[src/design/itoa_pkg.sv]
// Shared types and constants for the integer-to-ASCII formatter.
package itoa_pkg;

  // Format selector codes
  localparam logic [1:0] FMT_DEC  = 2'd0;
  localparam logic [1:0] FMT_HEXL = 2'd1;
  localparam logic [1:0] FMT_HEXU = 2'd2;

  // Character constants
  localparam logic [7:0] CHAR_ZERO  = 8'd48;
  localparam logic [7:0] CHAR_MINUS = 8'd45;
  localparam logic [7:0] LOWER_BASE = 8'd96;
  localparam logic [7:0] UPPER_BASE = 8'd64;

  // Digit geometry
  localparam int VALUE_W    = 64;
  localparam int DIGITS_MAX = 20;
  localparam int DIGIT_W    = 4;
  localparam int BCD_W      = DIGITS_MAX * DIGIT_W;
  localparam int HEX_DIGITS = VALUE_W / DIGIT_W;
  localparam int BITS_STEP  = 4;
  localparam int DD_STEPS   = VALUE_W / BITS_STEP;

  // Classified item passed from front to back
  typedef struct packed {
    logic                is_dec;
    logic                upper;
    logic                neg;
    logic [VALUE_W-1:0]  mag;
  } itoa_entry_t;

endpackage

[src/design/itoa_front.sv]
// Front end: accepts a transaction and classifies format, sign and magnitude.
module itoa_front (
  input  logic                  start,
  input  logic [1:0]            in_action,
  input  logic [63:0]           in_value,
  input  logic                  q_full,
  output logic                  busy,
  output logic                  push,
  output itoa_pkg::itoa_entry_t entry
);
  import itoa_pkg::*;

  // Hold intake off while the queue is full
  assign busy = q_full;
  assign push = start & ~q_full;

  // Decode the format selector; the unused code acts as uppercase hex
  always_comb begin
    entry = '0;
    unique case (in_action)
      FMT_DEC: begin
        entry.is_dec = 1'b1;
        entry.upper  = 1'b0;
        entry.neg    = in_value[VALUE_W-1];
      end
      FMT_HEXL: begin
        entry.is_dec = 1'b0;
        entry.upper  = 1'b0;
        entry.neg    = 1'b0;
      end
      default: begin
        entry.is_dec = 1'b0;
        entry.upper  = 1'b1;
        entry.neg    = 1'b0;
      end
    endcase
    // Take the unsigned magnitude of negative decimal values
    entry.mag = entry.neg ? (~in_value + 64'd1) : in_value;
  end

endmodule

[src/design/itoa_queue.sv]
// Small register queue between the front end and the digit engine.
module itoa_queue #(
  parameter int DEPTH = 2
) (
  input  logic                          clk,
  input  logic                          rst_n,
  input  logic                          push,
  input  itoa_pkg::itoa_entry_t         push_data,
  input  logic                          pop,
  output itoa_pkg::itoa_entry_t         pop_data,
  output logic                          full,
  output logic                          not_empty,
  output logic [$clog2(DEPTH+1)-1:0]    level
);
  import itoa_pkg::*;

  localparam int PTR_W = (DEPTH > 1) ? $clog2(DEPTH) : 1;
  localparam int CNT_W = $clog2(DEPTH+1);

  itoa_entry_t            mem_r [DEPTH];
  logic [PTR_W-1:0]       wr_ptr_r, wr_ptr_nxt;
  logic [PTR_W-1:0]       rd_ptr_r, rd_ptr_nxt;
  logic [CNT_W-1:0]       cnt_r, cnt_nxt;
  logic                   do_push, do_pop;

  assign full      = (cnt_r == CNT_W'(DEPTH));
  assign not_empty = (cnt_r != '0);
  assign level     = cnt_r;
  assign pop_data  = mem_r[rd_ptr_r];
  assign do_push   = push & ~full;
  assign do_pop    = pop & not_empty;

  // Advance pointers and occupancy
  always_comb begin
    wr_ptr_nxt = wr_ptr_r;
    rd_ptr_nxt = rd_ptr_r;
    cnt_nxt    = cnt_r;
    if (do_push) begin
      wr_ptr_nxt = (wr_ptr_r == PTR_W'(DEPTH-1)) ? '0 : wr_ptr_r + PTR_W'(1);
    end
    if (do_pop) begin
      rd_ptr_nxt = (rd_ptr_r == PTR_W'(DEPTH-1)) ? '0 : rd_ptr_r + PTR_W'(1);
    end
    if (do_push && !do_pop) begin
      cnt_nxt = cnt_r + CNT_W'(1);
    end else if (do_pop && !do_push) begin
      cnt_nxt = cnt_r - CNT_W'(1);
    end
  end

  always_ff @(posedge clk) begin
    if (!rst_n) begin
      wr_ptr_r <= '0;
      rd_ptr_r <= '0;
      cnt_r    <= '0;
    end else begin
      wr_ptr_r <= wr_ptr_nxt;
      rd_ptr_r <= rd_ptr_nxt;
      cnt_r    <= cnt_nxt;
    end
  end

  // Write the payload slot
  always_ff @(posedge clk) begin
    if (do_push) begin
      mem_r[wr_ptr_r] <= push_data;
    end
  end

endmodule

[src/design/itoa_back.sv]
// Back end: converts a magnitude to digits, emits one char per cycle once begun.
module itoa_back (
  input  logic                  clk,
  input  logic                  rst_n,
  input  logic                  q_not_empty,
  input  itoa_pkg::itoa_entry_t q_data,
  output logic                  q_pop,
  output logic                  out_strobe,
  output logic [7:0]            out_char_code,
  output logic                  out_last_char
);
  import itoa_pkg::*;

  localparam logic [1:0] ST_IDLE = 2'd0;
  localparam logic [1:0] ST_CONV = 2'd1;
  localparam logic [1:0] ST_SIGN = 2'd2;
  localparam logic [1:0] ST_EMIT = 2'd3;

  localparam int STEP_W = $clog2(DD_STEPS);
  localparam int CNT_W  = $clog2(DIGITS_MAX+1);

  logic [1:0]          state_r, state_nxt;
  logic [BCD_W-1:0]    digits_r, digits_nxt;
  logic [VALUE_W-1:0]  bin_r, bin_nxt;
  logic [STEP_W-1:0]   step_r, step_nxt;
  logic [CNT_W-1:0]    cnt_r, cnt_nxt;
  logic                is_dec_r, is_dec_nxt;
  logic                upper_r, upper_nxt;
  logic                neg_r, neg_nxt;
  logic                started_r, started_nxt;
  logic                strobe_r, strobe_nxt;
  logic [7:0]          char_r, char_nxt;
  logic                last_r, last_nxt;
  logic [DIGIT_W-1:0]  top_digit;
  logic [7:0]          digit_char;
  logic                final_pos;

  // Shift BITS_STEP binary bits into the BCD register, adjusting digits first
  function automatic logic [BCD_W-1:0] dabble(input logic [BCD_W-1:0] bcd,
                                              input logic [BITS_STEP-1:0] bits);
    logic [BCD_W-1:0]   acc;
    logic [DIGIT_W-1:0] dg;
    acc = bcd;
    for (int b = BITS_STEP-1; b >= 0; b--) begin
      for (int i = 0; i < DIGITS_MAX; i++) begin
        dg = acc[i*DIGIT_W +: DIGIT_W];
        if (dg >= 4'd5) begin
          acc[i*DIGIT_W +: DIGIT_W] = dg + 4'd3;
        end
      end
      acc = {acc[BCD_W-2:0], bits[b]};
    end
    return acc;
  endfunction

  assign top_digit = digits_r[BCD_W-1 -: DIGIT_W];
  assign final_pos = (cnt_r == CNT_W'(1));
  assign q_pop     = (state_r == ST_IDLE) & q_not_empty;

  // Map one digit to its character
  always_comb begin
    if (is_dec_r || top_digit <= 4'd9) begin
      digit_char = CHAR_ZERO + {4'd0, top_digit};
    end else begin
      digit_char = (upper_r ? UPPER_BASE : LOWER_BASE) + {4'd0, top_digit} - 8'd9;
    end
  end

  // Sequence conversion and emission
  always_comb begin
    state_nxt   = state_r;
    digits_nxt  = digits_r;
    bin_nxt     = bin_r;
    step_nxt    = step_r;
    cnt_nxt     = cnt_r;
    is_dec_nxt  = is_dec_r;
    upper_nxt   = upper_r;
    neg_nxt     = neg_r;
    started_nxt = started_r;
    strobe_nxt  = 1'b0;
    char_nxt    = char_r;
    last_nxt    = 1'b0;
    unique case (state_r)
      ST_IDLE: begin
        if (q_not_empty) begin
          is_dec_nxt  = q_data.is_dec;
          upper_nxt   = q_data.upper;
          neg_nxt     = q_data.neg;
          started_nxt = 1'b0;
          if (q_data.is_dec) begin
            digits_nxt = '0;
            bin_nxt    = q_data.mag;
            step_nxt   = '0;
            state_nxt  = ST_CONV;
          end else begin
            digits_nxt = {q_data.mag, (BCD_W-VALUE_W)'(0)};
            cnt_nxt    = CNT_W'(HEX_DIGITS);
            state_nxt  = ST_EMIT;
          end
        end
      end
      ST_CONV: begin
        digits_nxt = dabble(digits_r, bin_r[VALUE_W-1 -: BITS_STEP]);
        bin_nxt    = {bin_r[VALUE_W-BITS_STEP-1:0], BITS_STEP'(0)};
        step_nxt   = step_r + STEP_W'(1);
        if (step_r == STEP_W'(DD_STEPS-1)) begin
          cnt_nxt   = CNT_W'(DIGITS_MAX);
          state_nxt = neg_r ? ST_SIGN : ST_EMIT;
        end
      end
      ST_SIGN: begin
        strobe_nxt = 1'b1;
        char_nxt   = CHAR_MINUS;
        last_nxt   = 1'b0;
        state_nxt  = ST_EMIT;
      end
      ST_EMIT: begin
        // Drop leading zeros, but always keep the final digit
        if (started_r || top_digit != '0 || final_pos) begin
          strobe_nxt  = 1'b1;
          char_nxt    = digit_char;
          last_nxt    = final_pos;
          started_nxt = 1'b1;
        end
        digits_nxt = {digits_r[BCD_W-DIGIT_W-1:0], DIGIT_W'(0)};
        cnt_nxt    = cnt_r - CNT_W'(1);
        if (final_pos) begin
          state_nxt = ST_IDLE;
        end
      end
      default: begin
        state_nxt = ST_IDLE;
      end
    endcase
  end

  always_ff @(posedge clk) begin
    if (!rst_n) begin
      state_r   <= ST_IDLE;
      strobe_r  <= 1'b0;
      started_r <= 1'b0;
    end else begin
      state_r   <= state_nxt;
      strobe_r  <= strobe_nxt;
      started_r <= started_nxt;
    end
  end

  // Hold the datapath registers
  always_ff @(posedge clk) begin
    digits_r <= digits_nxt;
    bin_r    <= bin_nxt;
    step_r   <= step_nxt;
    cnt_r    <= cnt_nxt;
    is_dec_r <= is_dec_nxt;
    upper_r  <= upper_nxt;
    neg_r    <= neg_nxt;
    char_r   <= char_nxt;
    last_r   <= last_nxt;
  end

  assign out_strobe    = strobe_r;
  assign out_char_code = char_r;
  assign out_last_char = last_r;

endmodule

[src/design/integer_to_ascii_digits_core.sv]
// Top level of the integer-to-ASCII formatter: front end, queue and digit engine.
//
//  channel  ports                               handshake
//  -------  ----------------------------------  ---------------------------------
//  input    in_action[1:0], in_value[63:0]      accepted when start && !busy
//  result   out_char_code[7:0], out_last_char   out_strobe high for one cycle
//
// Decimal: pop the item, run double dabble (4 bits a cycle), emit a minus
// sign if negative, then scan every BCD position. Hex: pop, then scan nibbles.
// The digit engine sets the rate and takes a new item only after finishing
// the last one; the queue ahead of it holds up to QUEUE_DEPTH items.
// Reset is synchronous, active low, and empties the queue and the engine.
// busy rises only when the queue is full; results cannot be held off.
module integer_to_ascii_digits_core #(
  parameter int QUEUE_DEPTH = 2
) (
  input  logic        clk,
  input  logic        rst_n,
  input  logic        start,
  output logic        busy,
  input  logic [1:0]  in_action,
  input  logic [63:0] in_value,
  output logic        out_strobe,
  output logic [7:0]  out_char_code,
  output logic        out_last_char
);
  import itoa_pkg::*;

  localparam int LVL_W = $clog2(QUEUE_DEPTH+1);

  itoa_entry_t       front_entry;
  itoa_entry_t       q_data;
  logic              push;
  logic              q_full;
  logic              q_not_empty;
  logic              q_pop;
  logic [LVL_W-1:0]  q_level;

  itoa_front u_front (
    .start     (start),
    .in_action (in_action),
    .in_value  (in_value),
    .q_full    (q_full),
    .busy      (busy),
    .push      (push),
    .entry     (front_entry)
  );

  itoa_queue #(
    .DEPTH (QUEUE_DEPTH)
  ) u_queue (
    .clk       (clk),
    .rst_n     (rst_n),
    .push      (push),
    .push_data (front_entry),
    .pop       (q_pop),
    .pop_data  (q_data),
    .full      (q_full),
    .not_empty (q_not_empty),
    .level     (q_level)
  );

  itoa_back u_back (
    .clk           (clk),
    .rst_n         (rst_n),
    .q_not_empty   (q_not_empty),
    .q_data        (q_data),
    .q_pop         (q_pop),
    .out_strobe    (out_strobe),
    .out_char_code (out_char_code),
    .out_last_char (out_last_char)
  );

  // Queue occupancy never exceeds its depth
  a_level_bound: assert property (@(posedge clk) disable iff (!rst_n)
    q_level <= LVL_W'(QUEUE_DEPTH))
    else $error("queue level beyond depth");

  // After the final character of a number, no character follows in the next cycle
  a_gap_after_last: assert property (@(posedge clk) disable iff (!rst_n)
    out_strobe && out_last_char |=> !out_strobe)
    else $error("character right after final character");

  // A minus sign never ends a number
  a_sign_not_last: assert property (@(posedge clk) disable iff (!rst_n)
    out_strobe && out_char_code == CHAR_MINUS |-> !out_last_char)
    else $error("minus sign marked as final character");

  // Busy only when the queue holds as many items as it can
  a_busy_full: assert property (@(posedge clk) disable iff (!rst_n)
    busy |-> q_level == LVL_W'(QUEUE_DEPTH))
    else $error("busy with room in the queue");

endmodule

[config.mk]
export PLATFORM = sky130hd
export DESIGN_NAME = integer_to_ascii_digits_core
export DESIGN_NICKNAME = d
export VERILOG_FILES = /design/src/design/itoa_pkg.sv /design/src/design/itoa_front.sv /design/src/design/itoa_queue.sv /design/src/design/itoa_back.sv /design/src/design/integer_to_ascii_digits_core.sv
export SDC_FILE = /design/constraint.sdc
export NUM_CORES = 1
export LEC_CHECK = 0
export ABC_AREA = 0
export BUFFER_PORTS_ARGS = -buffer_cell sky130_fd_sc_hd__clkbuf_2
export CAP_MARGIN = 25
export CORE_MARGIN = 5
export CORE_UTILIZATION = 25
export DETAILED_ROUTE_END_ITERATION = 12
export GPL_TIMING_DRIVEN = 1
export HOLD_SLACK_MARGIN = 0.12
export PLACE_DENSITY = 0.47
export SYNTH_ARGS = -nofsm -noshare
export SYNTH_HDL_FRONTEND = slang
export SYNTH_SLANG_ARGS = --single-unit
[constraint.sdc]
create_clock -name clk -period 7.7 [get_ports clk]
set_clock_uncertainty 0.05 [all_clocks]
set_input_delay 0.77 -clock clk [delete_from_list [all_inputs] [get_ports clk]]
set_output_delay 0.77 -clock clk [all_outputs]
set_load 0.01 [all_outputs]
Yosys cells after proc, flatten, opt, wreduce, memory -nomap -nowiden
Memories as Yosys holds them, arrays and structs flattened. A register that Yosys moved wholly into a read port is not among the register bits.
Cells that the tools add are included.

word-level totals
  register bits = 173
  RAM bits = 134
  bits of input ports = 69
  logic and storage cells = 408
  memories = 1

operators by class
  add/subtract/negate cells = 90
  order comparisons = 81
  equality and inequality tests = 13
  muxes and demuxes = 178
  bitwise logic cells = 6
  reductions and logical operators = 24

memory list
  name           words  width  rd ports  clocked after Yosys merged registers in  wr ports  RTL line          text
  u_queue.mem_r  2      67     1         1                                        1         itoa_queue.sv:20  itoa_entry_t mem_r [DEPTH];

operators with widths
  cell                                                               number
  two-way mux 4 bit                                                  135
  greater-or-equal comparator 4 x 3 -> 1 bit, second input constant  80
  adder 4 x 2 -> 4 bit, second input constant                        76
  one-hot mux 80 bit (3 select lines)                                1
  two-way mux 64 bit                                                 3
  two-way mux 80 bit                                                 2
  one-hot mux 64 bit (2 select lines)                                1
  adder 64 x 1 -> 64 bit, second input constant                      1
  NOT 64 bit                                                         1
  two-way mux 3 bit                                                  7
  two-way mux 8 bit                                                  2
  one-hot mux 8 bit (2 select lines)                                 1
  two-way mux 5 bit                                                  3
  one-hot mux 5 bit (3 select lines)                                 1
  adder 3 x 2 -> 3 bit, second input constant                        4
  two-way mux 2 bit                                                  6
  two-way mux 1 bit                                                  10
  inequality test 2 x 1 -> 1 bit, second input constant              5
  nonzero test 2 bit                                                 5
  AND reduction 3 bit                                                3
  adder 7 x 4 -> 8 bit                                               1
  one-hot mux 2 bit (4 select lines)                                 1
  one-hot mux 4 bit (2 select lines)                                 1
  AND reduction 2 bit                                                4
  25 further kinds                                                   38

Logic depth before layout (Yosys ltp)
Gate-level depths: netlist of the first run.

  word-level depth = 12
  gate-level depth with buffers = 20

Modules after synthesis
Synthesis of the first run repeated with hierarchy kept, for this count alone.

second synthesis, totals
  cell total of the unflattened synthesis = 2,465
  area total of the unflattened synthesis = 23,795.3 µm²

modules (own cells, without submodules)
  module      times used  cells an instance  area each (µm²)
  itoa_back   1           2,002              17,174.0
  itoa_queue  1           233                5,071.1
  itoa_front  1           230                1,550.2

Worst setup path after synthesis of the first run
No wires, ideal clock.

  kind = register -> register
  start = register u_back.state_r[1]
  end = register u_back.bin_r[0] (enable)
  arrival time = 4.576 ns
  data required time = 7.138 ns
  slack = 2.562 ns
  stages on the path, launching flop included = 8
  path buffers = 3
  period minus slack after synthesis = 5.138 ns
  cell sequence = dfxtp_1 inv_1 ha_1 inv_1 clkbuf_1 clkbuf_1 clkbuf_1 o2bb2ai_1

on the way
  longest elaborated chain between the ends = 3
  elaborated cells between the ends (all ways) = 6
  those cells by class = 3 x eq/ne; 3 x reduce/logical

ends and longest elaborated chain
  element                                                                         RTL line          text
  start, declared                                                                 itoa_back.sv:22   logic [1:0] state_r, state_nxt;
  start signal, assigned                                                          itoa_back.sv:143  state_r <= state_nxt;
  zero test 2 bit or == test 2 x 1 -> 1 bit (tied branches)                       itoa_back.sv:83   unique case (state_r)
  inequality test 2 x 1 -> 1 bit (no line) or nonzero test 2 bit (tied branches)  --
  AND reduction 3 bit (no line) (*)                                               --
  end signal, assigned                                                            itoa_back.sv:152  bin_r <= bin_nxt;
  end, declared                                                                   itoa_back.sv:24   logic [VALUE_W-1:0] bin_r, bin_nxt;

Every way passes the cells marked *; elsewhere a longest branch is shown, timed or not.
A chain may end at the register's enable or synchronous reset.

Final worst setup path of the first run
  start = register u_back.digits_r[0]
  end = register u_back.digits_r[6], data pin

on the way
  longest elaborated chain between the ends = 12
  elaborated cells between the ends (all ways) = 24
  those cells by class = 6 x add/sub; 6 x order compare; 12 x mux

ends and longest elaborated chain
  element                                                                             RTL line                          text
  start, declared                                                                     itoa_back.sv:23                   logic [BCD_W-1:0] digits_r, digits_nxt;
  start signal, assigned                                                              itoa_back.sv:151                  digits_r <= digits_nxt;
  adder 4 x 2 -> 4 bit or greater-or-equal comparator 4 x 3 -> 1 bit (tied branches)  itoa_back.sv:48, itoa_back.sv:47
  two-way mux 4 bit (*)                                                               itoa_back.sv:47                   if (dg >= 4'd5) begin
  two-way mux 4 bit (*)                                                               itoa_back.sv:83
  adder 4 x 2 -> 4 bit or greater-or-equal comparator 4 x 3 -> 1 bit (tied branches)  itoa_back.sv:48, itoa_back.sv:47
  two-way mux 4 bit                                                                   itoa_back.sv:47
  two-way mux 4 bit                                                                   itoa_back.sv:83
  adder 4 x 2 -> 4 bit or greater-or-equal comparator 4 x 3 -> 1 bit (tied branches)  itoa_back.sv:48, itoa_back.sv:47
  two-way mux 4 bit                                                                   itoa_back.sv:47
  two-way mux 4 bit                                                                   itoa_back.sv:83
  adder 4 x 2 -> 4 bit or greater-or-equal comparator 4 x 3 -> 1 bit (tied branches)  itoa_back.sv:48, itoa_back.sv:47
  two-way mux 4 bit (*)                                                               itoa_back.sv:47
  one-hot mux 80 bit (3 select lines) (*)                                             itoa_back.sv:83

Every way passes the cells marked *; elsewhere a longest branch is shown, timed or not. The select of a mux whose other input is x is not followed.

==> results by group, run 1 <==
Run status
  • Status: finished clean

Timing
  • Period utilization: 56.2%
  • # setup viols final: 0
  • Post-route minimum period: 4.32 ns
  • Worst-Margin Slew: 0.933 ns
  • Fin. max-slew vios: 0
  • Final hold viol count: 0
  • Fin Setup TNS: 0 ns
  • F_max: 231 MHz
  • Slew headroom: 37.8%
  • RSZ-0062 raised after global routing: false

Layout
  • Layout cells sized above 1: 18.5%
  • Nets: 2345
  • Fill count: 8894
  • Area growth from synthesis to final layout: 13.5%

CTS
  • CTS sink cnt: 307
  • Clk root buf: clkbuf_16
  • Worst skew pair latency: 0.55 ns
  • Clk pin slew, worst setup/hold paths: 0.06 ns
  • Htree depth: 2
  • Hold-fix buffers, CTS: 0
  • CTS Buf Count: 36
  • Post-CTS setup buffer count: 0
  • # resized after CTS: 0
  • TritonCTS clock tree: yes
  • CTS max path bufs: 3

Drt
  • DRC violations left: 0
  • Post-DRT Antenna Nets: 0
  • Vias/cell: 4.97
  • Vias: 16614
  • WL per Instance: 17.2 microns
  • Final WL: 57700 microns
  • DR iter-0 viols: 1049
  • Pre-antenna DRT Iters: 5

GRT
  • Vias in the first global route: 16673
  • Largest net degree at the start of global routing: 96
  • Initial antenna violation count: 4
  • First-pass GRT wire length: 90500 microns
  • Grt total ovfl: 0
  • GRT Total Usage: 11.9%

Synth
  • Yosys cell types: 108
  • FF+latch count, synth: 307
  • Post-Synthesis Cells: 2087
  • Fraction of registers with async set/reset: 0%
  • Syn. warnings: 0
  • Number of synthesized flops with an enable pin: 297
  • Leading area contributor after synthesis: edfxtp_1
  • Primary FF master, synth: edfxtp_1
  • Mean Syn Cell Area: 10.4 sq um
  • Most common cell in the netlist: edfxtp_1
  • Sequential area share after synthesis: 41.9%
  • Synth Net Count: 2267
  • Synth area leaders: edfxtp_1 (41%), mux2_2 (7.3%), ha_1 (6.4%)
  • Post-synth top cells: edfxtp_1 (297), a21oi_1 (148), mux2_2 (142)
  • Yosys top cell area share: 41.0%
  • Cell Area, Synth: 0.0218 sq mm

Placed design
  • PortBufs: 78
  • RD Place Congestion: 0.793
  • Dpl hpwl: 41800 microns

Floorplan
  • Core area: 0.0866 sq mm
  • Die area: 0.0931 sq mm
  • Starting Density: 25.1%
  • Die X: 305 microns
  • IO Pins: 80
  • Row Count: 108
  • Die Y: 305 microns

Min path
  • Hold depth: 1
  • Worst hold-check path type: input port to flop

Setup path
  • Startpoint Class: flop
  • Worst-case reg-to-reg path depth: 17
  • Crit path kind: flop to flop
  • CP required: 7.94 ns
  • CP max FO: 4
  • Critical path data arrival time: 4.57 ns
  • Crit. End Element: flop

Flow run
  • Max Cap Viol: 0
## stage by stage
step                      util [%]  cell area, sq um  hold WS [ns]  cells  setup slack (ns)
after global routing          28.5             24700         0.417   3345              3.03
after detailed placement      27.2             23600         0.468   3281              3.40
after global placement        27.2             23500         0.449   3280              3.41
final                         28.5             24700         0.428   3345              3.38
after CTS                     28.5             24700         0.388   3341              3.40
after floorplan                  -             21800         0.403   2087              2.56
## critical path, cell delays in order (launching register included)
cell and delay, ns:
edfxtp_1 0.42, inv_1 0.11, ha_1 0.19, nand2b_1 0.08, a21oi_1 0.26, xnor2_1 0.23
ha_1 0.26, nand2b_1 0.10, a21boi_2 0.20, mux2i_1 0.37, a21boi_0 0.27, mux2i_1 0.41
inv_1 0.09, ha_1 0.20, nand2b_1 0.15, a21boi_0 0.35, nor2_1 0.10, a221o_1 0.26
## state kept, by name, indices dropped and copies added, names as in the netlist, 2 cells and up, named ones only
register / count
u_queue.level: 2
u_back.state_r: 2
u_back.cnt_r: 5
u_back.out_char_code: 7
u_back.digits_r: 80
u_back.bin_r: 64
u_queue.mem_r: 134
u_back.step_r: 4
## metal layers
metal,global-route usage (%),up-vias,wire [microns]
met2,20.0,297,26900
met3,1.30,56,2140
li1,-,8085,-
met5,0,-,0
met4,3.26,0,996
met1,16.2,8176,27700
## layout make-up
cell class                      count  area, sq um  area share (%)
Antenna cell                        3         7.51          0.0304
Clock buffer                       43          970            3.92
Clock inverter                     17          149           0.602
Inverter                          139          529            2.14
Multi-Input combinational cell   1588        11900            48.3
Sequential cell                   307         9120            36.9
Tap cell                         1155         1450            5.85
Timing Repair Buffer               93          556            2.25
## placed cells by master (no fill, tap or decap), types with 13 or more instances in the layout
master | synthesis | routed
ha_1 | 111 | 109
nor3b_1 | 45 | 45
a31o_2 | 15 | 15
mux2i_1 | 52 | 52
a22oi_1 | 46 | 46
o221ai_1 | 13 | 13
o211ai_1 | 16 | 16
clkbuf_2 | 0 | 78
and2_1 | 16 | 16
xnor2_1 | 90 | 90
a31oi_1 | 48 | 48
inv_1 | 130 | 128
o21ai_0 | 140 | 140
mux2_2 | 142 | 142
nand2_1 | 88 | 88
xor2_1 | 45 | 45
a211oi_1 | 20 | 20
nor3_1 | 31 | 30
o21a_1 | 14 | 14
clkbuf_16 | 0 | 38
nor2b_1 | 16 | 16
nor2_1 | 119 | 118
a21boi_0 | 16 | 16
a21oi_1 | 148 | 148
edfxtp_1 | 297 | 297
o31ai_1 | 14 | 14
nand3_1 | 28 | 28
a21o_1 | 13 | 13
a21oi_2 | 27 | 27
nand2b_1 | 39 | 39
o21ai_1 | 33 | 33
## worst paths after layout
check                                                 startpoint                          endpoint  slack [ns]
worst min-delay path                                 in_value[0]     u_queue.mem_r[1][0]$_DFFE_PP_        0.43
worst min register to register     u_back.started_r$_SDFFE_PN0P_     u_back.started_r$_SDFFE_PN0P_        0.48
worst max register to register  u_back.digits_r[0]$_SDFFCE_PP0P_  u_back.digits_r[6]$_SDFFCE_PP0P_        3.38
worst max-delay path            u_back.digits_r[0]$_SDFFCE_PP0P_  u_back.digits_r[6]$_SDFFCE_PP0P_        3.38
## cell families (layout without fill, tap and decap cells)
group	after synthesis	after routing	share of synthesized area, %
AO/OA/AOI/OAI	674	674	20.6
AND/OR/NAND/NOR	452	452	11.0
flip-flops	307	307	41.9
multiplexers	199	199	10.1
buffers and inverters	192	292	3.47
XOR/XNOR	148	148	6.40
adder cells (fa/ha/maj)	114	114	6.52
other	1	4	0.0172
Power of run 1 is not shown: default switching activity piles up to over one toggle a cycle in this logic, so the estimate is an artifact.
==> run 2: changes to the inputs <==
--- a/config.mk
+++ b/config.mk
@@ -13,7 +13,7 @@
 export DETAILED_ROUTE_END_ITERATION = 12
 export GPL_TIMING_DRIVEN = 1
 export HOLD_SLACK_MARGIN = 0.12
-export PLACE_DENSITY = 0.47
+export PLACE_DENSITY = 0.48
 export SYNTH_ARGS = -nofsm -noshare
 export SYNTH_HDL_FRONTEND = slang
 export SYNTH_SLANG_ARGS = --single-unit
==> constraint.sdc (replaced) <==
create_clock -name clk -period 3.8 [get_ports clk]
set_clock_uncertainty 0.05 [all_clocks]
set_input_delay 0.38 -clock clk [delete_from_list [all_inputs] [get_ports clk]]
set_output_delay 0.38 -clock clk [all_outputs]
set_load 0.01 [all_outputs]
==> run 2 against run 1 <==
  * The flow now finishes with violations (setup timing)
  * Non-clock buffer count increased by 209
  * Worst hold slack got worse by 0.29 ns
  * Count of clock-buffer cells in the layout increased by 1
  * Global-route usage increased by 0.44 points
  * Setup slack got worse by 3.4 ns
  * Fmax increased by 13%
  * Critical path depth increased by 2
  * Sequential share of layout area decreased by 3.9 points
  * Cell area increased by 12%
  * Via count increased by 5.8%
  * Die area unchanged
  * Critical endpoint is now u_back.digits_r[10]$_SDFFCE_PP0P_
==> results by group, run 2 (same netlist as run 1, synthesis figures left out) <==
Drt
  • Post-DRT Antenna Nets: 0 (unchanged)
  • Final WL: 61000 microns (+5.7%)
  • Pre-antenna DRT Iters: 5 (unchanged)
  • DRC violations left: 0 (unchanged)
  • Vias: 17583 (+5.8%)
  • DR iter-0 viols: 876 (-16%)
  • WL per Instance: 17.1 microns (-0.79%)
  • Vias/cell: 4.93 (-0.64%)

GRT
  • Vias in the first global route: 17215 (+3.3%)
  • GRT Total Usage: 12.3% (+0.44 points)
  • Grt total ovfl: 0 (unchanged)
  • Initial antenna violation count: 5 (+1)
  • First-pass GRT wire length: 94200 microns (+4.0%)
  • Largest net degree at the start of global routing: 69 (-28%)

Setup path
  • CP max FO: 3 (-1)
  • Reg2reg end: u_back.digits_r[10]$_SDFFCE_PP0P_
  • R2R setup slack: -0.02 ns (-3.39 ns)
  • Critical R2R Launch: u_back.digits_r[1]$_SDFFCE_PP0P_
  • CP required: 4.04 ns (-3.90 ns)
  • Startpoint Class: flop
  • Worst-case reg-to-reg path depth: 19 (+2)
  • Crit path kind: flop to flop
  • Critical path data arrival time: 4.06 ns (-0.51 ns)
  • Crit. End Element: flop
  • Crit path from: u_back.digits_r[1]$_SDFFCE_PP0P_

Timing
  • Fin Setup TNS: -0.0179 ns (-0.0179 ns)
  • RSZ-0062 raised after global routing: true
  • Worst-Margin Slew: 0.852 ns (-0.0815 ns)
  • F_max: 262 MHz (+13%)
  • Post-route minimum period: 3.82 ns (-0.507 ns)
  • Period utilization: 100% (+44 points)
  • Slew headroom: 42.6% (+4.8 points)
  • Final hold viol count: 0 (unchanged)
  • Final setup margin: -0.0179 ns (-3.39 ns)
  • Fin. max-slew vios: 0 (unchanged)
  • # setup viols final: 1 (+1)

Floorplan
  • IO Pins: 80 (unchanged)
  • Die X: 305 microns (unchanged)
  • Die area: 0.0931 sq mm (unchanged)
  • Starting Density: 25.1% (unchanged)
  • Core area: 0.0866 sq mm (unchanged)
  • Row Count: 108 (unchanged)
  • Die Y: 305 microns (unchanged)

Layout
  • Area growth from synthesis to final layout: 26.8%
  • Fill count: 8726 (-1.9%)
  • Most frequent cells in the layout: edfxtp_1 (297), buf_4 (196), mux2_2 (138)
  • Final Util: 31.9% (+3.3 points)
  • Nets: 2555 (+9.0%)
  • Largest register by flop count: u_queue.mem_r
  • Largest regs: u_queue.mem_r (134), u_back.digits_r (80), u_back.bin_r (64)
  • Most common cell after layout, fill and taps aside: edfxtp_1
  • Flip-flop count of the largest register after layout: 134 (unchanged)
  • Layout cells sized above 1: 32.9% (+14 points)

CTS
  • Clk root buf: clkbuf_16
  • Clk pin slew, worst setup/hold paths: 0.06 ns (about the same)
  • CTS Buf Count: 37 (+2.8%)
  • Htree depth: 2 (unchanged)
  • CTS sink cnt: 307 (unchanged)
  • CTS max path bufs: 3 (unchanged)
  • Worst skew pair latency: 0.56 ns (about the same)
  • TritonCTS clock tree: yes

Placed design
  • PortBufs: 78 (unchanged)
  • RD Place Congestion: 0.813 (+2.5%)
  • Dpl hpwl: 43600 microns (+4.3%)
  • Pre-CTS WS: -0.200 ns (-3.60 ns)

Flow run
  • Max Cap Viol: 0 (unchanged)

Run status
  • Failing checks: setup timing
  • Status: complete, but fails checks

Min path
  • Worst hold-check path type: input port to flop
  • Hold_sp: in_value[0]
  • Hold EP: u_queue.mem_r[1][0]$_DFFE_PP_
  • Hold depth: 1 (unchanged)
==> run 2: changes by cell type in the layout (fill, tap and decap cells not counted), sizes merged <==
cell         change
dlygate4sd3     +19
clkinv           +3
diode            +2
buf            +190
inv              +1
clkbuf           +1
bufinv           +3
clkinvlp         -1
==> run 2: metrics by stage <==
stage	cell area [sq um]	std cells	hold slack, ns
floorplan	21800	2087	0.403
global placement	24400	3396	0.435
detailed placement	24400	3396	0.450
CTS	26100	3494	0.121
global route	27600	3559	0.127
finish	27600	3563	0.140
==> run 2: area by class of cell <==
cell class / instances / area (sq um) / area share, %
multi-input cells: 1588 / 13000 / 47.2
flip-flops and latches: 307 / 9120 / 33.0
repair buffers: 302 / 2210 / 7.99
well taps: 1155 / 1450 / 5.23
clock buffers: 44 / 995 / 3.60
inverters: 139 / 534 / 1.94
clock inverters: 23 / 265 / 0.961
diodes: 5 / 12.5 / 0.0453
==> run 2: metal layers <==
layer | track usage (%) | vias to the layer above | routed length (microns)
met4 | 2.42 | 0 | 984
met2 | 20.4 | 369 | 28400
li1 | - | 8527 | -
met1 | 16.7 | 8616 | 28400
met5 | 0 | - | 0
met3 | 2.56 | 71 | 3170
==> run 2: worst max-delay path, stage by stage (launching register included) <==
cell	delay (ns)
edfxtp_1	0.40
inv_2	0.13
ha_2	0.19
nand2b_4	0.13
nor3b_1	0.20
a21oi_1	0.09
inv_1	0.11
ha_2	0.19
o21ai_1	0.06
a31oi_1	0.26
inv_1	0.15
ha_2	0.21
nand2b_4	0.15
nor2b_4	0.12
mux2_4	0.33
ha_4	0.17
nand2b_4	0.15
a21boi_4	0.17
nand2_1	0.07
a32o_1	0.24
==> run 2: what timing repair did <==
action | CTS | global route
hold endpoints to repair | 37 | 0
endpoints found under the setup margin | 19 | 67
hold buffers | 19 | 0
setup buffers | 12 | 64
pin swaps | 14 | 73
resized for setup | 31 | 227
==> run 2: how the worst max path moves through the flow <==
| stage | to | slack [ns] | depth (start not counted) |
|---|---|---|---|
| 6_report | u_back.digits_r[10]$_SDFFCE_PP0P_ | -0.02 | 19 |
| 5_1_grt | u_back.digits_r[10]$_SDFFCE_PP0P_ | -0.13 | 17 |
| 2_1_floorplan | u_back.digits_r[6]$_SDFFCE_PP0P_ | 0.01 | 19 |
| 3_3_place_gp | u_back.digits_r[6]$_SDFFCE_PP0P_ | -0.11 | 16 |
| 3_5_place_dp | u_back.digits_r[6]$_SDFFCE_PP0P_ | -0.20 | 16 |
| 4_1_cts | u_back.digits_r[52]$_DFFE_PP_ | 0.0002 | 17 |
Power of run 2 is left out for the same reason.
==> run 3: changes to the inputs <==
--- a/config.mk
+++ b/config.mk
@@ -17,3 +17,4 @@
 export SYNTH_ARGS = -nofsm -noshare
 export SYNTH_HDL_FRONTEND = slang
 export SYNTH_SLANG_ARGS = --single-unit
+export TNS_END_PERCENT = 20
==> run 3 against run 2 <==
  * The flow now finishes without violations
  * Critical path depth shrank 1
  * Wire length grew 1.1%
  * Cell area shrank 0.68%
  * Utilization shrank 0.22 points
  * Worst hold slack gained 0.018 ns
  * Non-clock buffer count grew 1
  * First-iteration DRC count grew 18%
  * Fmax grew 1.5%
  * Setup slack gained 0.055 ns
  * Die area is the same
  * Highest routed layer unchanged
==> results by group, run 3 (same netlist as run 1, synthesis figures left out) <==
Setup path
  • CP max FO: 4 (+1)
  • Crit path kind: flop to flop
  • Startpoint Class: flop
  • Crit. End Element: flop
  • Stages on the worst setup path: 18 (-1)
  • Worst-case reg-to-reg path depth: 18 (-1)
  • CP required: 4.04 ns (about the same)
  • Worst Path Buf+Inv: 3 (unchanged)
  • Worst-path cell chain: inv_2 -> ha_2 -> nand2b_4 -> a21oi_4 -> buf_4 -> mux2i_4 -> o21ai_2 -> a31oi_2 -> inv_2 -> ha_1 -> nand2b_4 -> nor2b_2 -> mux2_4 -> ha_2 -> nand2b_4 -> a21boi_4 -> nand2_1 -> a32o_1
  • Critical-path top delay cell: edfxtp_1
  • Worst path most repeated cell: nand2b_4
  • Delay-heaviest family, CP: compound AO/OA/AOI/OAI gates
  • R2R setup slack: 0.04 ns (+0.05 ns)
  • Crit path largest cell delay: 0.41 ns (about the same)
  • Critical path data arrival time: 4.00 ns (-0.06 ns)

Drt
  • Post-DRT Antenna Nets: 0 (unchanged)
  • Vias/cell: 4.94 (+0.18%)
  • DRC violations left: 0 (unchanged)
  • Pre-antenna DRT Iters: 5 (unchanged)
  • DR iter-0 viols: 1036 (+18%)
  • Final WL: 61700 microns (+1.1%)
  • Vias: 17570 (-0.074%)
  • WL per Instance: 17.4 microns (+1.4%)

Timing
  • Final hold viol count: 0 (unchanged)
  • RSZ-0062 raised after global routing: true
  • Period utilization: 99.0% (-1.4 points)
  • F_max: 266 MHz (+1.5%)
  • Fin. max-slew vios: 0 (unchanged)
  • Post-route minimum period: 3.76 ns (-0.0549 ns)
  • Worst-Margin Slew: 0.839 ns (-0.0125 ns)
  • Slew headroom: 43.5% (+0.84 points)
  • # setup viols final: 0 (-1)

CTS
  • Worst skew pair latency: 0.55 ns (about the same)
  • CTS sink cnt: 307 (unchanged)
  • CTS Buf Count: 36 (-2.7%)
  • Htree depth: 2 (unchanged)
  • CTS max path bufs: 3 (unchanged)
  • Clk pin slew, worst setup/hold paths: 0.06 ns (about the same)
  • TritonCTS clock tree: yes
  • Clk root buf: clkbuf_16

Layout
  • Flip-flop count of the largest register after layout: 134 (unchanged)
  • Most common cell after layout, fill and taps aside: edfxtp_1
  • ANT cells: 0 (-5)
  • Layout cells sized above 1: 32.3% (-0.57 points)
  • Largest regs: u_queue.mem_r (134), u_back.digits_r (80), u_back.bin_r (64)
  • Area growth from synthesis to final layout: 26.0%
  • Most frequent cells in the layout: edfxtp_1 (297), buf_4 (207), mux2_2 (136)
  • Largest register by flop count: u_queue.mem_r
  • Design area: 0.0274 sq mm (-0.68%)
  • Nets: 2555 (unchanged)

Placed design
  • Area of placed instances: 0.0246 sq mm (+0.62%)
  • Dpl hpwl: 43400 microns (-0.37%)
  • PortBufs: 78 (unchanged)
  • RD Place Congestion: 0.805 (-0.95%)

Min path
  • Hold depth: 2 (+1)
  • Worst hold-check path type: input port to flop

Floorplan
  • Die area: 0.0931 sq mm (unchanged)
  • Die Y: 305 microns (unchanged)
  • Row Count: 108 (unchanged)
  • Starting Density: 25.1% (unchanged)
  • Die X: 305 microns (unchanged)
  • Core area: 0.0866 sq mm (unchanged)
  • IO Pins: 80 (unchanged)

GRT
  • Vias in the first global route: 17007 (-1.2%)
  • First-pass GRT wire length: 93100 microns (-1.1%)
  • Largest net degree at the start of global routing: 81 (+17%)
  • Initial antenna violation count: 0 (-5)
  • Grt total ovfl: 0 (unchanged)
  • GRT Total Usage: 12.2% (-0.066 points)

Run status
  • Status: finished clean

Flow run
  • Max Cap Viol: 0 (unchanged)
==> run 3: repair_timing <==
| item | CTS | global route |
|---|---|---|
| gates resized for setup | 19 | 224 |
| pin swaps | 9 | 55 |
| buffers inserted | 6 | 59 |
| hold endpoints to repair | 24 | 0 |
| hold buffers | 12 | 0 |
| setup endpoints to repair | 14 | 70 |
==> run 3: cell type report <==
type | instances | area, sq um
Inverter | 139 | 529
Timing Repair Buffer | 303 | 2180
Tap cell | 1155 | 1450
Fill cell | 8724 | 59200
Clock buffer | 41 | 972
Clock inverter | 21 | 216
Multi-Input combinational cell | 1588 | 13000
Sequential cell | 307 | 9120
==> run 3: final timing paths <==
kind                                       endpoint                        startpoint
setup / recovery  u_back.digits_r[10]$_SDFFCE_PP0P_  u_back.digits_r[5]$_SDFFCE_PP0P_
hold reg to reg       u_back.started_r$_SDFFE_PN0P_     u_back.started_r$_SDFFE_PN0P_
hold / removal       u_queue.mem_r[1][15]$_DFFE_PP_                      in_value[15]
setup reg to reg  u_back.digits_r[10]$_SDFFCE_PP0P_  u_back.digits_r[5]$_SDFFCE_PP0P_
==> run 3: per-stage QoR <==
step | setup WS [ns] | std cells | hold WS (ns) | setup TNS [ns] | utilization (%)
6_report | 0.0370 | 3554 | 0.159 | 0 | 31.7
3_5_place_dp | -0.248 | 3415 | 0.449 | -1.14 | 28.4
2_1_floorplan | -0.181 | 2087 | 0.403 | -12.32 | -
5_1_grt | -0.0979 | 3554 | 0.145 | -1.17 | 31.7
4_1_cts | -0.0194 | 3495 | 0.125 | -0.0194 | 30.0
3_3_place_gp | -0.0873 | 3414 | 0.442 | -0.124 | 28.4
==> run 3: routing by layer <==
layer | GRT usage (%) | part of all wire, %
met1 | 17.0 | 47
met2 | 20.1 | 47
met3 | 1.81 | 4.2
met4 | 3.08 | 2.0
met5 | 0 | 0
Power of run 3 is left out for the same reason.
